## src/sv/selt_pkg.sv

```systemverilog
`timescale 1ns / 1ps
// Shared types and constants for the shared/exclusive lock table.
// No dependencies; imported by shared_exclusive_lock_table, lock_table_checker and tb.

package selt_pkg;

   localparam int CMD_W    = 2;
   localparam int KEY_W    = 48;
   localparam int STATUS_W = 3;
   localparam int VALUE_W  = 9;

   localparam logic signed [VALUE_W-1:0] LOCK_FREE  = '0;
   localparam logic signed [VALUE_W-1:0] LOCK_ONE   = VALUE_W'(1);
   localparam logic signed [VALUE_W-1:0] LOCK_EXCL  = '1;

   typedef enum logic [CMD_W-1:0] {
      CMD_SHARED  = 2'd0,
      CMD_EXCL    = 2'd1,
      CMD_UNLOCK  = 2'd2,
      CMD_UPGRADE = 2'd3
   } cmd_type;

   typedef enum logic [STATUS_W-1:0] {
      ST_GRANTED  = 3'd0,
      ST_XHELD    = 3'd1,
      ST_OTHERS   = 3'd2,
      ST_NOSHARED = 3'd3,
      ST_FULL     = 3'd4,
      ST_NOTHELD  = 3'd5
   } status_type;

endpackage

```

## src/sv/shared_exclusive_lock_table.sv

```systemverilog
`timescale 1ns / 1ps
// Shared/exclusive lock table: keyed lookup, lock update and response register.
// Depends on selt_pkg.

// The table holds up to ENTRIES block keys, each with a lock value (-1 for an
// exclusive holder, 1..MAX_SHARED for shared holders). A request is captured in
// an input register; one pass of logic then compares its key against every
// entry and decides the outcome, and when the response register is free or
// being taken it writes the entry back and loads the response register. One
// request is accepted every cycle while responses drain; the rate is set by the
// parallel key compare and write-back. A conflict is answered at once and
// leaves the table unchanged. Entry valid bits clear on reset, so the table is
// usable on the first cycle after reset.

module shared_exclusive_lock_table #(
   parameter int ENTRIES    = 16,
   parameter int MAX_SHARED = 255
) (
   input  logic                                 clock,
   input  logic                                 reset,
   input  logic                                 req_valid,
   output logic                                 req_ready,
   input  logic [selt_pkg::CMD_W-1:0]           req_command,
   input  logic [selt_pkg::KEY_W-1:0]           req_block_key,
   output logic                                 rsp_valid,
   input  logic                                 rsp_ready,
   output logic [selt_pkg::STATUS_W-1:0]        rsp_status,
   output logic signed [selt_pkg::VALUE_W-1:0]  rsp_lock_value
);
   import selt_pkg::*;

   localparam int IDX_W = $clog2(ENTRIES);
   localparam logic signed [VALUE_W-1:0] MAX_VALUE = VALUE_W'(MAX_SHARED);

   logic                        req_valid_ff, req_valid_in;
   cmd_type                     req_cmd_ff;
   logic [KEY_W-1:0]            req_key_ff;

   logic                        rsp_valid_ff, rsp_valid_in;
   status_type                  rsp_status_ff;
   logic signed [VALUE_W-1:0]   rsp_value_ff;

   logic [ENTRIES-1:0]          entry_valid_ff, entry_valid_in;
   logic [KEY_W-1:0]            entry_key_ff   [ENTRIES];
   logic signed [VALUE_W-1:0]   entry_count_ff [ENTRIES];

   logic                        advance;
   logic                        found;
   logic [IDX_W-1:0]            found_idx;
   logic                        has_free;
   logic [IDX_W-1:0]            free_idx;
   logic signed [VALUE_W-1:0]   cur_count;
   logic                        is_excl;
   logic                        has_others;

   logic                        wr_en;
   logic [IDX_W-1:0]            wr_idx;
   logic signed [VALUE_W-1:0]   wr_count;
   logic                        set_valid;
   logic                        clr_valid;
   status_type                  status;
   logic signed [VALUE_W-1:0]   new_value;

   assign advance   = req_valid_ff && (!rsp_valid_ff || rsp_ready);
   assign req_ready = !req_valid_ff || advance;

   assign rsp_valid      = rsp_valid_ff;
   assign rsp_status     = rsp_status_ff;
   assign rsp_lock_value = rsp_value_ff;

   // lowest matching entry and lowest free entry
   always_comb begin
      found     = 1'b0;
      found_idx = '0;
      has_free  = 1'b0;
      free_idx  = '0;
      for (int i = ENTRIES - 1; i >= 0; i--) begin
         if (entry_valid_ff[i] && entry_key_ff[i] == req_key_ff) begin
            found     = 1'b1;
            found_idx = IDX_W'(i);
         end
         if (!entry_valid_ff[i]) begin
            has_free = 1'b1;
            free_idx = IDX_W'(i);
         end
      end
   end

   assign cur_count  = found ? entry_count_ff[found_idx] : LOCK_FREE;
   assign is_excl    = found && cur_count == LOCK_EXCL;
   assign has_others = found && !is_excl && cur_count > LOCK_ONE;

   always_comb begin
      status    = ST_GRANTED;
      new_value = cur_count;
      wr_en     = 1'b0;
      wr_idx    = found_idx;
      wr_count  = cur_count;
      set_valid = 1'b0;
      clr_valid = 1'b0;
      case (req_cmd_ff)
         CMD_SHARED: begin
            if (is_excl) begin
               status = ST_XHELD;
            end else if (!found) begin
               if (!has_free) begin
                  status = ST_FULL;
               end else begin
                  wr_en     = 1'b1;
                  set_valid = 1'b1;
                  wr_idx    = free_idx;
                  wr_count  = LOCK_ONE;
                  new_value = LOCK_ONE;
               end
            end else if (cur_count >= MAX_VALUE) begin
               status = ST_FULL;
            end else begin
               wr_en     = 1'b1;
               wr_count  = cur_count + LOCK_ONE;
               new_value = cur_count + LOCK_ONE;
            end
         end
         CMD_EXCL: begin
            if (has_others) begin
               status = ST_OTHERS;
            end else if (!found) begin
               if (!has_free) begin
                  status = ST_FULL;
               end else begin
                  wr_en     = 1'b1;
                  set_valid = 1'b1;
                  wr_idx    = free_idx;
                  wr_count  = LOCK_EXCL;
                  new_value = LOCK_EXCL;
               end
            end else begin
               wr_en     = 1'b1;
               wr_count  = LOCK_EXCL;
               new_value = LOCK_EXCL;
            end
         end
         CMD_UNLOCK: begin
            if (!found) begin
               status    = ST_NOTHELD;
               new_value = LOCK_FREE;
            end else if (has_others) begin
               wr_en     = 1'b1;
               wr_count  = cur_count - LOCK_ONE;
               new_value = cur_count - LOCK_ONE;
            end else begin
               clr_valid = 1'b1;
               new_value = LOCK_FREE;
            end
         end
         CMD_UPGRADE: begin
            if (!found || is_excl) begin
               status = ST_NOSHARED;
            end else if (has_others) begin
               status = ST_OTHERS;
            end else begin
               wr_en     = 1'b1;
               wr_count  = LOCK_EXCL;
               new_value = LOCK_EXCL;
            end
         end
         default: begin
            status    = ST_GRANTED;
            new_value = cur_count;
         end
      endcase
   end

   always_comb begin
      entry_valid_in = entry_valid_ff;
      if (advance && set_valid) begin
         entry_valid_in[wr_idx] = 1'b1;
      end
      if (advance && clr_valid) begin
         entry_valid_in[found_idx] = 1'b0;
      end
   end

   assign req_valid_in = req_ready ? req_valid : req_valid_ff;
   assign rsp_valid_in = advance || (rsp_valid_ff && !rsp_ready);

   always_ff @(posedge clock) begin
      if (reset) begin
         req_valid_ff   <= 1'b0;
         rsp_valid_ff   <= 1'b0;
         entry_valid_ff <= '0;
      end else begin
         req_valid_ff   <= req_valid_in;
         rsp_valid_ff   <= rsp_valid_in;
         entry_valid_ff <= entry_valid_in;
      end
   end

   always_ff @(posedge clock) begin
      if (req_valid && req_ready) begin
         req_cmd_ff <= cmd_type'(req_command);
         req_key_ff <= req_block_key;
      end
      if (advance) begin
         rsp_status_ff <= status;
         rsp_value_ff  <= new_value;
      end
   end

   always_ff @(posedge clock) begin
      if (advance && wr_en) begin
         entry_count_ff[wr_idx] <= wr_count;
         if (set_valid) begin
            entry_key_ff[wr_idx] <= req_key_ff;
         end
      end
   end

   a_occupancy_step: assert property (@(posedge clock) disable iff (reset)
      !reset |=> $countones(entry_valid_ff) <= $countones($past(entry_valid_ff)) + 1)
      else $error("lock table gained more than one entry in a cycle");

   a_full_means_no_free: assert property (@(posedge clock) disable iff (reset)
      advance && status == ST_FULL && !found |-> &entry_valid_ff)
      else $error("table full reported with a free entry");

   a_notheld_value: assert property (@(posedge clock) disable iff (reset)
      advance && req_cmd_ff == CMD_UNLOCK && !found
      |=> rsp_valid_ff && rsp_status_ff == ST_NOTHELD && rsp_value_ff == LOCK_FREE)
      else $error("unlock of absent key not answered as not held");

endmodule

```

## config.mk

```make
export PLATFORM = sky130hd
export DESIGN_NAME = shared_exclusive_lock_table
export DESIGN_NICKNAME = d
export VERILOG_FILES = /design/src/sv/selt_pkg.sv /design/src/sv/shared_exclusive_lock_table.sv
export SDC_FILE = /design/constraint.sdc
export NUM_CORES = 2
export LEC_CHECK = 0
export ABC_AREA = 0
export BUFFER_PORTS_ARGS = -buffer_cell sky130_fd_sc_hd__buf_2
export CORE_ASPECT_RATIO = 1.5
export CORE_MARGIN = 8
export CORE_UTILIZATION = 63
export CTS_CLUSTER_SIZE = 16
export DETAILED_ROUTE_END_ITERATION = 16
export PLACE_DENSITY = 0.8
export SLEW_MARGIN = 20
export SYNTH_ARGS = -nofsm -noshare
export SYNTH_HDL_FRONTEND = slang
export SYNTH_SLANG_ARGS = --single-unit
export TNS_END_PERCENT = 30
```

## constraint.sdc

```tcl
create_clock -name clock -period 13.8 [get_ports clock]
set_input_delay 3.45 -clock clock [delete_from_list [all_inputs] [get_ports clock]]
set_output_delay 3.45 -clock clock [all_outputs]
set_load 0.01 [all_outputs]
```

; ---- Word-level counts from Yosys, hierarchy flattened
; Memory sizes are Yosys's and may differ from the RTL's.
; Index checks and enable logic that the tools add are counted.
[word_totals]
in_bits = 54
rom_bits = 0
ff_bits = 80
output_inout_bits = 14
ramBits = 912
latchBits = 0
elab_cells = 200
n_memories = 2
[memory_table]
columns = name, words, word_bits, rd, rd_ports_with_merged_regs, wr, line_no
row1 = entry_key_ff, 16, 48, 16, 0, 1, shared_exclusive_lock_table.sv:44  ; logic [KEY_W-1:0] entry_key_ff [ENTRIES];
row2 = entry_count_ff, 16, 9, 1, 0, 1, shared_exclusive_lock_table.sv:45  ; logic signed [VALUE_W-1:0] entry_count_ff [ENTRIES];
[classes]
div = 0
n_bitwise = 3
n_eq_ne = 20
n_addsub = 2
n_lt_le_gt_ge = 6
mul = 0
shift = 0
reduce_logical = 37
mux = 123
[op_table]
columns = op, n
row1 = 48-bit equality test, 16
row2 = 4-bit 2-to-1 mux, 36
row3 = 9-bit 2-to-1 mux, 14
row4 = 9-bit one-hot mux with 4 select lines, 2
row5 = 1-bit 2-to-1 mux, 54
row6 = 16-bit 2-to-1 mux, 2
row7 = 1-bit logical AND, 27
row8 = 3-bit 2-to-1 mux, 7
row9 = 16-bit bitwise AND, 1
row10 = 16-bit NOT, 1
row11 = 16-bit OR, 1
row12 = 3-bit one-hot mux with 4 select lines, 1
row13 = "4-bit by 5-bit < comparator with 1-bit output, second input constant", 2
row14 = "9-bit by 2-bit adder with 9-bit output, second input constant", 1
row15 = "9-bit by 1-bit equality test with 1-bit output, second input constant", 1
row16 = "9-bit >= comparator, second input constant", 1
row17 = "9-bit by 2-bit greater-than comparator with 1-bit output, second input constant", 1
row18 = "9-bit by 2-bit subtractor with 9-bit output, second input constant", 1
row19 = 1-bit demux with 4-bit select, 2
row20 = "4-bit by 1-bit >= comparator with 1-bit output, second input constant", 2
row21 = 4-bit one-hot mux with 2 select lines, 1
row22 = 1-bit logical NOT, 5
row23 = "2-bit equality test, second input constant", 2
row24 = 1-bit logical OR, 4
row25 = other kinds (5), 6

; ---- Depth between registers and ports, before layout
; An unclocked memory read counts as a cell.
[logic_depth]
word_depth = 36
depth_mapped = 32

; ---- Least setup slack after synthesis
; OpenSTA, ideal clock, no wires.
[synth_path]
kind = flip-flop to flip-flop
start = register req_key_ff[16]
end = memory entry_key_ff[0][0] (enable)
setup_time_ns = 0.513
path_slack_ns = 3.719
period_less_slack_ns = 10.081
stages_incl_launch_ff = 27
t_arrival_ns = 9.567
path_cell_list = edfxtp_1 -> buf_2 -> xor2_1 -> or4_1 -> or4_1 -> o31ai_2 -> a2111oi_1 -> or4_4 -> a21o_1 -> buf_6 -> mux2i_1 -> a221oi_1 -> nand3_2 -> or3_1 -> buf_2 -> nor4_1 -> ha_1 -> clkbuf_1 -> nor3_1 -> o31ai_4 -> and2_1 -> buf_4 -> nor2_1 -> a221o_1 -> buf_6 -> buf_6 -> nor3_1
[synth_between]
elab_chain_len = 31
elab_cells_between_ends = 98
cone_classes = order compare: 2 / eq/ne: 17 / mux: 55 / reduce/logical: 23 / memory: 1
[synth_rtl]
columns = element, line_no
row1 = "start, declared", shared_exclusive_lock_table.sv:37  ; logic [KEY_W-1:0] req_key_ff;
row2 = "start signal, assigned", shared_exclusive_lock_table.sv:201  ; req_key_ff <= req_block_key;
row3 = branches (longest 31 deep; another with 48-bit equality test), --
row4 = "end, declared", shared_exclusive_lock_table.sv:44
; Several ways; the timed one is not identified.

; ---- Worst setup path in the final report
[layout_path]
start = register req_key_ff[12]
end = memory entry_count_ff[14][8] (enable)
[layout_between]
elab_chain_len = 31
elab_cells_between_ends = 93
cone_classes = order compare: 2 / eq/ne: 17 / mux: 50 / reduce/logical: 23 / memory: 1
[layout_rtl]
columns = element, line_no
row1 = branches (longest 31 deep; another with 48-bit equality test), --
row2 = "end, declared", shared_exclusive_lock_table.sv:45
; Several ways; the timed one is not identified.

==> reports/qor.log <==
[logic_synthesis] Synth Flop Type edfxtp_1
[place] detailed placer's ending HPWL 98,900 um
[place] Routability Congestion 1.04
[setup_path] Slowest Stage Delay on Critical Path 930 ps
[grt] initial antenna violation count 2
[final_layout] ANT cells 0
[route] total length of routed wires 150,000 um
[setup_path] maximum fanout along the worst path 28
[sta] RSZ-0062 raised after global routing no
[sta] worst relative slew slack 20.8%
[setup_path] worst path cell trace buf_4 -> xnor2_1 -> nand4_1 -> nor4_1 -> nand2_1 -> nor4_1 -> a21oi_1 -> o21a_1 -> nor2_1 -> a221oi_1 -> a22o_1 -> or3_1 -> or3_1 -> nor4_1 -> ha_1 -> nor3_1 -> o31ai_4 -> and2_1 -> nor2_1 -> a221o_2 -> inv_1 -> a21oi_2 -> buf_4 -> nor2_1
[die] Starting Density 63.7%
[cts] Max clock buf depth 3
[sta] Peak Freq 96.9 MHz
[run] Max Cap Violations 0
[logic_synthesis] post-synthesis async set-or-reset flop share 0%
[grt] global-route wire length before repair 216,000 um
[grt] via count of the first global-routing pass 32,300
[route] drt initial violations 4,142
[final_layout] multi-input combinational cell area 16,500 um2
[cts] clock buffer count from CTS 90
[logic_synthesis] cell type with the highest aggregate area in the netlist edfxtp_1
[grt] pin count of the biggest net entering global routing 51
[grt] total congestion overflow 0
[pwr] IR Drop Worst-Case VDD 0.126 mV
[sta] transition time of the tightest slew-check pin 1180 ps
[logic_synthesis] post-synthesis net count 3,579
[sta] Final setup violation count 0
[sta] Fin. Hold Viols 0
[sta] setup_tns 0 ps
[final_layout] Layout Cells excl Fill 4,706
[logic_synthesis] instance count of the mapped netlist 3,519
[route] number of antenna-violating nets in the routed design 0
[place] cell total after placement 4,539
[logic_synthesis] top-count cell post-synth edfxtp_1
[final_layout] share of cells above drive strength 1 10.4%
[setup_path] worst-path cell with the longest stage delay nor4_1
[logic_synthesis] Ys Warns 0
[sta] Worst Clk Skew 29.7 ps
[die] FP Rows 122
[logic_synthesis] most instantiated cells after synthesis edfxtp_1 (974), xor2_1 (413), xnor2_1 (262)
[cts] clock input transition at the sequential cells of the worst setup and hold paths 70 ps
[pwr] total power density per cell area 121 nW/um2
[final_layout] final core utilization 69.8%
[logic_synthesis] largest cells by area after synthesis edfxtp_1 (62%), xor2_1 (7.7%), xnor2_1 (4.9%), nor4_1 (2.6%), nand2b_1 (2.5%)
[logic_synthesis] number of enable flip-flop cells after synthesis 974
[cts] clock insertion delay at the later pin of the skew report 680 ps
[cts] Max H-tree Level 3
[setup_path] critical path's top delay family simple AND/OR/NAND/NOR gates
[setup_path] worst endpoint required time 14,100 ps
[die] I/O pin cnt 68
[route] DR WL/cell 32.0 um
[cts] number of buffers inserted by hold repair at cts 0
[cts] clock sink count 992
[final_layout] total area of sequential cells 29,600 um2
[cts] clock tree from TritonCTS done
[logic_synthesis] count of cell types in the netlist 103
[place] count of port buffers added during placement 67
[die] die height 351 um
[sta] crit share post-route 74.8%
[sta] worst hold margin 513 ps
[die] placeable core area 73,900 um2
[die] Die Outline Area 83,900 um2
[sta] Final Slew Violations 0
[logic_synthesis] Post-Synthesis Mean Instance Area 13.4 um2
[grt] Total GRT Usage 35.7%
[route] via count 32,400
[setup_path] kind of critical path flip-flop to flip-flop
[cts] number of buffers inserted by post-CTS setup repair 0
[route] via density per instance 6.89
[setup_path] worst path arrival time 10,620 ps
[logic_synthesis] sequential cell area fraction in the yosys report 62.9%
[cts] clock root buffer clkbuf_16
[final_layout] Filler Cells Inserted 5,103
[logic_synthesis] number of flip-flops and latches in the synthesized netlist 992
[setup_path] endpoint kind of the worst setup timing path flip-flop
[logic_synthesis] netlist area before placement 47,000 um2
[sta] final critical delay including setup and external delays 10,320 ps
[die] Die X-Extent 239 um
[setup_path] worst path buffer plus inverter count 3
[route] drt drc 0
[run_status] run status finished clean
[setup_path] kind of start point of the critical path flip-flop
[min_path] path class of the lowest-slack min-delay path flip-flop to flip-flop
[final_layout] Post-layout nets 3,699
[route] Pre-antenna DRT Iters 6
[final_layout] Area Overhead vs Synth 9.66%
[cts] number of gates resized after CTS 0
[pwr] static power due to leakage 16.7 nW
[logic_synthesis] share of the synthesized area in the top cell type 62.2%
worst register-to-register path, stage by stage (launching register included):
cell and delay [ps]:
edfxtp_1 810, buf_4 610, xnor2_1 250, nand4_1 130
nor4_1 350, nand2_1 230, nor4_1 930, a21oi_1 290
o21a_1 290, nor2_1 730, a221oi_1 220, a22o_1 300
or3_1 580, or3_1 550, nor4_1 530, ha_1 490
nor3_1 160, o31ai_4 140, and2_1 370, nor2_1 110
a221o_2 720, inv_1 200, a21oi_2 70, buf_4 240
nor2_1 620
layout by cell type, fill, tap and decap left out, types with 16 or more instances in the layout:
master     instances
edfxtp_1         974
xor2_1           413
xnor2_1          262
nor4_1           196
nand2b_1         189
nand4_1          181
nand2_1          171
nor2_1           118
buf_4            100
clkbuf_16         92
nand3_1           80
inv_1             80
buf_2             67
nor3_1            62
mux2i_1           49
o21ai_0           39
and3_1            33
a221oi_1          32
o2111ai_1         30
or4_1             29
a21oi_1           29
nor2b_1           21
or3_1             19
clkinv_2          19
dfxtp_1           18
and2_1            17
o211ai_1          17
a211oi_1          17
and4_1            16
report_power, final:
part | switching, W | internal, W
sequential | 0.0000146 | 0.00333
combinational | 0.000302 | 0.000109
clock | 0.00113 | 0.00135
total | 0.00145 | 0.00479
registers in the layout, indices dropped and copies added, names as in the netlist:
signal          count
entry_count_ff    144
entry_key_ff      768
entry_valid_ff     16
req_cmd_ff          2
req_key_ff         48
req_valid_ff        1
rsp_lock_value      9
rsp_status          3
rsp_valid           1
per-stage QoR:
| step | worst slack (ps) | area (um2) | power, W |
|---|---|---|---|
| 6_report | 3480 | 51600 | 0.00624 |
| 5_1_grt | 3210 | 51600 | 0.00637 |
| 4_1_cts | 3680 | 51600 | 0.00624 |
| 3_5_place_dp | 3710 | 48700 | 0.00381 |
| 3_3_place_gp | 4050 | 48700 | 0.00380 |
| 2_1_floorplan | 3720 | 47000 | 0.00364 |
kinds of logic (layout without fill, tap and decap cells):
family | count (synthesis) | in the layout | synth area share (%)
flip-flops | 992 | 992 | 62.9
AO/OA/AOI/OAI | 321 | 321 | 5.28
buffers and inverters | 221 | 416 | 2.33
adder cells (fa/ha/maj) | 6 | 6 | 0.160
XOR/XNOR | 676 | 676 | 12.6
multiplexers | 55 | 55 | 1.19
AND/OR/NAND/NOR | 1248 | 1248 | 15.5
final timing paths:
check | from | endpoint | slack [ps] | cells past startpoint
worst min register to register | req_valid_ff | rsp_valid | 510 | 2
worst min-delay path | req_valid_ff | rsp_valid | 510 | 2
worst max register to register | req_key_ff[12] | entry_count_ff[14][8] | 3480 | 24
worst max-delay path | req_key_ff[12] | entry_count_ff[14][8] | 3480 | 24
cell type report:
type / count / share of cell area, %
Sequential cell: 992 / 57.4
Multi-Input combinational cell: 2306 / 31.9
Clock buffer: 107 / 4.59
Tap cell: 992 / 2.41
Timing Repair Buffer: 167 / 2.10
Clock inverter: 60 / 1.02
Inverter: 82 / 0.597
per-layer routing:
metal  part of all wire [%]  up-vias  track usage [%]
li1                       -    13600                -
met1                     34    15800             41.9
met2                     47     2319             58.3
met3                    9.8      674             6.14
met4                    9.3        2             27.5
met5                  0.010        -                0
Power figures use the tool's default switching activity.
